File: config.mk
export PLATFORM = sky130hd
export DESIGN_NAME = skts_key_mem
export DESIGN_NICKNAME = d
export VERILOG_FILES = /design/src/hw/rtl/sorted_key_table_search_assert.svh /design/src/hw/rtl/skts_pkg.sv /design/src/hw/rtl/skts_key_mem.sv
export SDC_FILE = /design/constraint.sdc
export NUM_CORES = 2
export LEC_CHECK = 0
export BUFFER_PORTS_ARGS = -buffer_cell sky130_fd_sc_hd__clkbuf_2
export CAP_MARGIN = 10
export CORE_MARGIN = 3
export CORE_UTILIZATION = 57
export DETAILED_ROUTE_END_ITERATION = 8
export PLACE_DENSITY_LB_ADDON = 0.05
export SETUP_SLACK_MARGIN = 0.5
export SKIP_LAST_GASP = 1
export SYNTH_ARGS = -nofsm -noshare
export SYNTH_HDL_FRONTEND = slang
export SYNTH_SLANG_ARGS = --single-unit
File: constraint.sdc
create_clock -name clk -period 6 [get_ports clk]
set_input_delay 0.9 -clock clk [delete_from_list [all_inputs] [get_ports clk]]
set_output_delay 0.9 -clock clk [all_outputs]
set_load 0.005 [all_outputs]
File: src/hw/rtl/sorted_key_table_search_assert.svh
// assertion macros for the sorted key table search block
// expects clk and rst_n in the scope where a macro is used
`ifndef SORTED_KEY_TABLE_SEARCH_ASSERT_SVH
`define SORTED_KEY_TABLE_SEARCH_ASSERT_SVH

// same-cycle implication
`define SKTS_ASSERT_IMP(lbl, ante, cons, msg) \
  lbl: assert property (@(posedge clk) disable iff (!rst_n) (ante) |-> (cons)) \
    else $error(msg);

// next-cycle implication
`define SKTS_ASSERT_NXT(lbl, ante, cons, msg) \
  lbl: assert property (@(posedge clk) disable iff (!rst_n) (ante) |=> (cons)) \
    else $error(msg);

`endif

File: src/hw/rtl/skts_pkg.sv
// shared constants and types for the sorted key table search block
// no dependencies
package skts_pkg;

  localparam int DEF_TABLE_DEPTH = 64;
  localparam int DEF_KEY_BYTES   = 8;

  localparam int KEY_W    = 64;
  localparam int IDX_W    = 6;
  localparam int CMD_W    = 2;
  localparam int STATUS_W = 2;

  typedef enum logic [CMD_W-1:0] {
    CMD_INSERT     = 2'd0,
    CMD_LIN_SEARCH = 2'd1,
    CMD_BIN_SEARCH = 2'd2,
    CMD_LIST       = 2'd3
  } cmd_t;

  typedef enum logic [STATUS_W-1:0] {
    ST_DONE      = 2'd0,
    ST_NOT_FOUND = 2'd1,
    ST_FULL      = 2'd2,
    ST_EMPTY     = 2'd3
  } status_t;

endpackage

File: src/hw/rtl/skts_key_mem.sv
// key storage: one write port, one read port, registered read data
// depends on skts_pkg
module skts_key_mem #(
  parameter int WORDS = 64,
  parameter int AW    = 6
) (
  input  logic                    clk,
  input  logic                    wr_en,
  input  logic [AW-1:0]           wr_addr,
  input  logic [skts_pkg::KEY_W-1:0] wr_data,
  input  logic [AW-1:0]           rd_addr,
  output logic [skts_pkg::KEY_W-1:0] rd_data
);
  import skts_pkg::*;

  logic [KEY_W-1:0] key_mem_r [WORDS];
  logic [KEY_W-1:0] rd_data_r;

  always_ff @(posedge clk) begin
    if (wr_en) begin
      key_mem_r[wr_addr] <= wr_data;
    end
    rd_data_r <= key_mem_r[rd_addr];
  end

  assign rd_data = rd_data_r;
endmodule

# Word-level counts from Yosys, hierarchy flattened
# Memory sizes are Yosys's and may differ from the RTL's. A register that Yosys moved wholly into a read port is not among the register bits.
# Index checks and enable logic that the tools add are counted.
[word_totals] out_inout_bits=64 ramBits=4096 n_memories=1 in_bits=78 romBits=0 word_cells=3 ff_bits=0 latch_bits=0
[memory_table] memory="key_mem_r" depth=64 width=64 read_ports=1 rd_ports_with_merged_regs=1 wr=1 line_no="skts_key_mem.sv:16" text="logic [KEY_W-1:0] key_mem_r [WORDS];"
[op_classes] eq_ne=0 n_div=0 n_reduce_logical=0 n_addsub=0 n_bitwise=0 shift=0 n_lt_le_gt_ge=0 muxes=2 multipliers=0
[op_table] op="two-way mux 1 bit" count=2

# Logic depth before layout (Yosys ltp)
[depth] ltp_word=2 mapped_depth=9 mapped_depth_nobuf=5

# Worst setup path before layout
# Ideal clock, no wire load.
[synth_path] kind="input -> register" from="in wr_addr[3]" to="mem key_mem_r[48][0] (enable)" arrival_ps=5772 setup_time_ps=564 setup_slack_ps=-336 path_buffers=1 path_stages=4 required_time_ps=5436 cell_sequence="clkbuf_1 -> nor2b_1 -> nand4b_1 -> nor3_1"
[synth_rtl] element="from (decl)" line_no="skts_key_mem.sv:9" text="input logic [AW-1:0] wr_addr,"
[synth_rtl] element="to (decl)" line_no="skts_key_mem.sv:16"
# No word-level cell before the write port.

==> results by group <==
Clocking
  • Register clock-pin slew on the reported worst setup and hold paths: 0.06 ns
  • CTS tree: built
  • Post-CTS Hold Fix Bufs: 0
  • Clock buffer depth: 4
  • Number of CTS-inserted buffers: 415
  • Setup Fix Bufs, Post-CTS: 0
  • Clock sink total: 4160
  • H-tree levels: 5
  • Clk_lat worst skew: 0.95 ns
  • CTS resizes: 0
  • Clock tree root driver cell: clkbuf_16

Timing
  • Max Fclk: 0.3115 GHz
  • Clock skew: 0.02701 ns
  • Setup-failing EPs final: 0
  • Post-layout min period: 3.211 ns
  • Worst-margin pin slew: 1.265 ns
  • Final setup TNS: 0 ns
  • Slew Viols, Final: 0
  • Final count of hold timing violations: 0
  • Relative slew slack: 0.1565
  • RSZ-0062 raised after global routing: no
  • Fin crit share: 0.5351

Layout
  • Commonest non-fill, non-tap cells in the layout: edfxtp_1, mux4_2, clkbuf_16, buf_4, a22oi_1
  • Share of cells above drive strength 1: 0.2909
  • Post-layout net count: 7155
  • Post-route insts no fill: 11016
  • Leading cell type in the layout, fill and taps excluded: edfxtp_1
  • Area growth from synthesis to layout: 13.27%

Floorplan
  • Site Rows: 191
  • Die H: 529.7 µm
  • # IOs: 142
  • Core area: 0.2720 mm²
  • Initial cell density of the core: 0.5749
  • Die width: 529.7 µm
  • Die area: 0.2806 mm²

Placement
  • DP Wirelength: 231.9 mm
  • Final GP Congestion: 0.8020
  • Placed cell count: 10213
  • Port bufs: 141

Yosys
  • Cells after Synth: 6598
  • Cell taking the most area after synthesis: edfxtp_1
  • Register area share after synthesis: 0.7949
  • Area share of the largest cell type after synthesis: 0.7867
  • Mapped Area: 0.1563 mm²
  • Top area cells in the synthesized netlist: edfxtp_1, mux4_2, mux2i_1, dfxtp_1, a22oi_1
  • Synth Register Bits: 4160
  • Synth cell types: 33
  • Syn nets: 6676
  • Syn avg cell area: 23.70 µm²
  • Synth warn: 0

GRT
  • Met1 Use GR: 0.4649
  • Tot GR Track Use: 0.3109
  • Met2 global-route usage: 0.4863
  • GRT Max-Usage Layer: met2
  • Initial antenna violation count: 26
  • Pin count of the biggest net entering global routing: 98
  • Grt total ovfl: 0
  • Met3 Usage GRT: 0.05872
  • First-pass GRT wire length: 601.0 mm
  • Vias in the first global route: 75633

Setup path
  • CP bufs+invs: 3
  • CP dominant cell by count: buf_12
  • Max incr delay on CP: 0.56 ns
  • Reg2reg start: key_mem_r[9][0]
  • Worst path depth: 7
  • Worst R2R Path Depth: 5
  • WP data required: 6.76 ns
  • Worst setup EP type: flip-flop
  • CP delay by family, top: buffers and inverters
  • RR Endpoint: rd_data[0]
  • End of the critical path: rd_data[37]
  • Crit path DAT: 3.97 ns
  • CP cell instances: buf_12 > buf_12 > buf_12 > mux4_2 > a22o_1 > nor2_1 > a211oi_1
  • CP startpoint kind: primary input
  • Crit Path Class: primary input to flip-flop
  • Setup crit start: rd_addr[0]
  • Slowest cell on crit path: mux4_2
  • Worst-path maximum fanout: 67
  • FF-to-FF setup slack: 3.91 ns

Detailed routing
  • Starting DRC count in detailed routing: 10672
  • Total Wirelength: 431.6 mm
  • Drt first pass iters: 5
  • Post-detailed-route via-to-cell ratio: 6.901
  • Routed vias: 76022
  • Post-DRT Antenna Nets: 0
  • Wire length per cell: 39.18 µm
  • Residual DRC count: 0

Power
  • VDD IR max: 393.0 µV
  • P_leak: 55.62 nW
  • PD cells: 343.3 mW/mm²

Job
  • Max Cap Viol: 0

Min path
  • Hold crit path type: primary input to flip-flop

Status
  • Status: finished clean
==> synth_stat cells <==
cell type	count
a211oi_1	63
a22o_1	88
a22oi_1	168
a2bb2oi_1	19
a31o_1	1
a31oi_1	18
a41oi_1	26
and2_1	3
and3_1	64
buf_1	20
buf_2	170
buf_4	34
buf_6	6
clkbuf_1	140
dfxtp_1	64
edfxtp_1	4096
inv_1	19
mux2i_1	135
mux4_2	1024
nand2_1	58
nand2b_1	11
nand3_1	45
nand3b_1	2
nand4_1	2
nand4b_1	1
nor2_1	112
nor2b_1	28
nor3_1	2
o221ai_1	38
o22ai_1	83
or2_2	28
or3_1	29
or3b_2	1
==> layer usage <==
metal / wire, µm / share of wire
met2: 206900 / 0.48
met1: 171300 / 0.40
met4: 11060 / 0.026
met5: 102 / 0.00024
met3: 42200 / 0.098
==> worst register-to-register path: cells and delay by family, from the launching register on <==
family,cells,cell delay (ns)
AO/OA/AOI/OAI,2,0.75
AND/OR/NAND/NOR,2,0.41
flip-flops,1,0.37
multiplexers,1,0.44
==> registers in the layout (all words and copies together) (netlist names) <==
register / count
key_mem_r: 4096
rd_data: 64
==> metrics by stage <==
stage	setup slack (ns)	hold WS, ns	area (µm²)	utilization	power, mW
3_3_place_gp	1.733	0.8248	163200	0.6000	35.64
5_1_grt	2.638	0.3785	177100	0.6511	62.46
2_1_floorplan	1.070	0.7878	156400	-	34.35
6_report	2.789	0.3880	177100	0.6512	60.79
3_5_place_dp	1.708	0.8356	163200	0.6001	35.70
4_1_cts	2.757	0.5633	176700	0.6498	61.11
==> cells by family (layout without fill, tap and decap cells) <==
family	after synthesis	in the layout	share of synthesized area
other cells	0	15	0
flops	4160	4160	0.7949
simple gates	386	386	0.01240
compound gates	504	504	0.02477
mux	1159	1159	0.1561
buf+inv	389	1222	0.01180
==> cell type report <==
| type | count | area, µm² |
|---|---|---|
| Clock buffer | 544 | 11390 |
| Multi-Input combinational cell | 2049 | 30790 |
| Timing Repair Buffer | 432 | 3934 |
| Tap cell | 3570 | 4467 |
| Clock inverter | 227 | 2120 |
| Antenna cell | 15 | 37.54 |
| Fill cell | 17657 | 94870 |
| Inverter | 19 | 71.32 |
| Sequential cell | 4160 | 124300 |
==> worst min path at each step <==
stage                     slack (ns)                 to               from  cells past startpoint
after global placement          0.82        rd_data[48]  key_mem_r[63][48]                      4
after floorplan                 0.79        rd_data[61]  key_mem_r[30][61]                      4
after detailed placement        0.84        rd_data[48]  key_mem_r[60][48]                      4
after CTS                       0.56  key_mem_r[34][30]        wr_data[30]                      2
final                           0.39  key_mem_r[29][37]        wr_data[37]                      1
after global routing            0.38  key_mem_r[29][37]        wr_data[37]                      1
==> power breakdown <==
group / leakage [nW] / total [mW] / switching [mW] / internal [mW]
Sequential: 37.4 / 32.3 / 0.136 / 32.2
Clock: 6.63 / 25.7 / 10.7 / 15.0
Combinational: 11.6 / 2.76 / 1.73 / 1.04
Total: 55.6 / 60.8 / 12.6 / 48.2
Note: power is estimated with default switching activity, not from simulation.
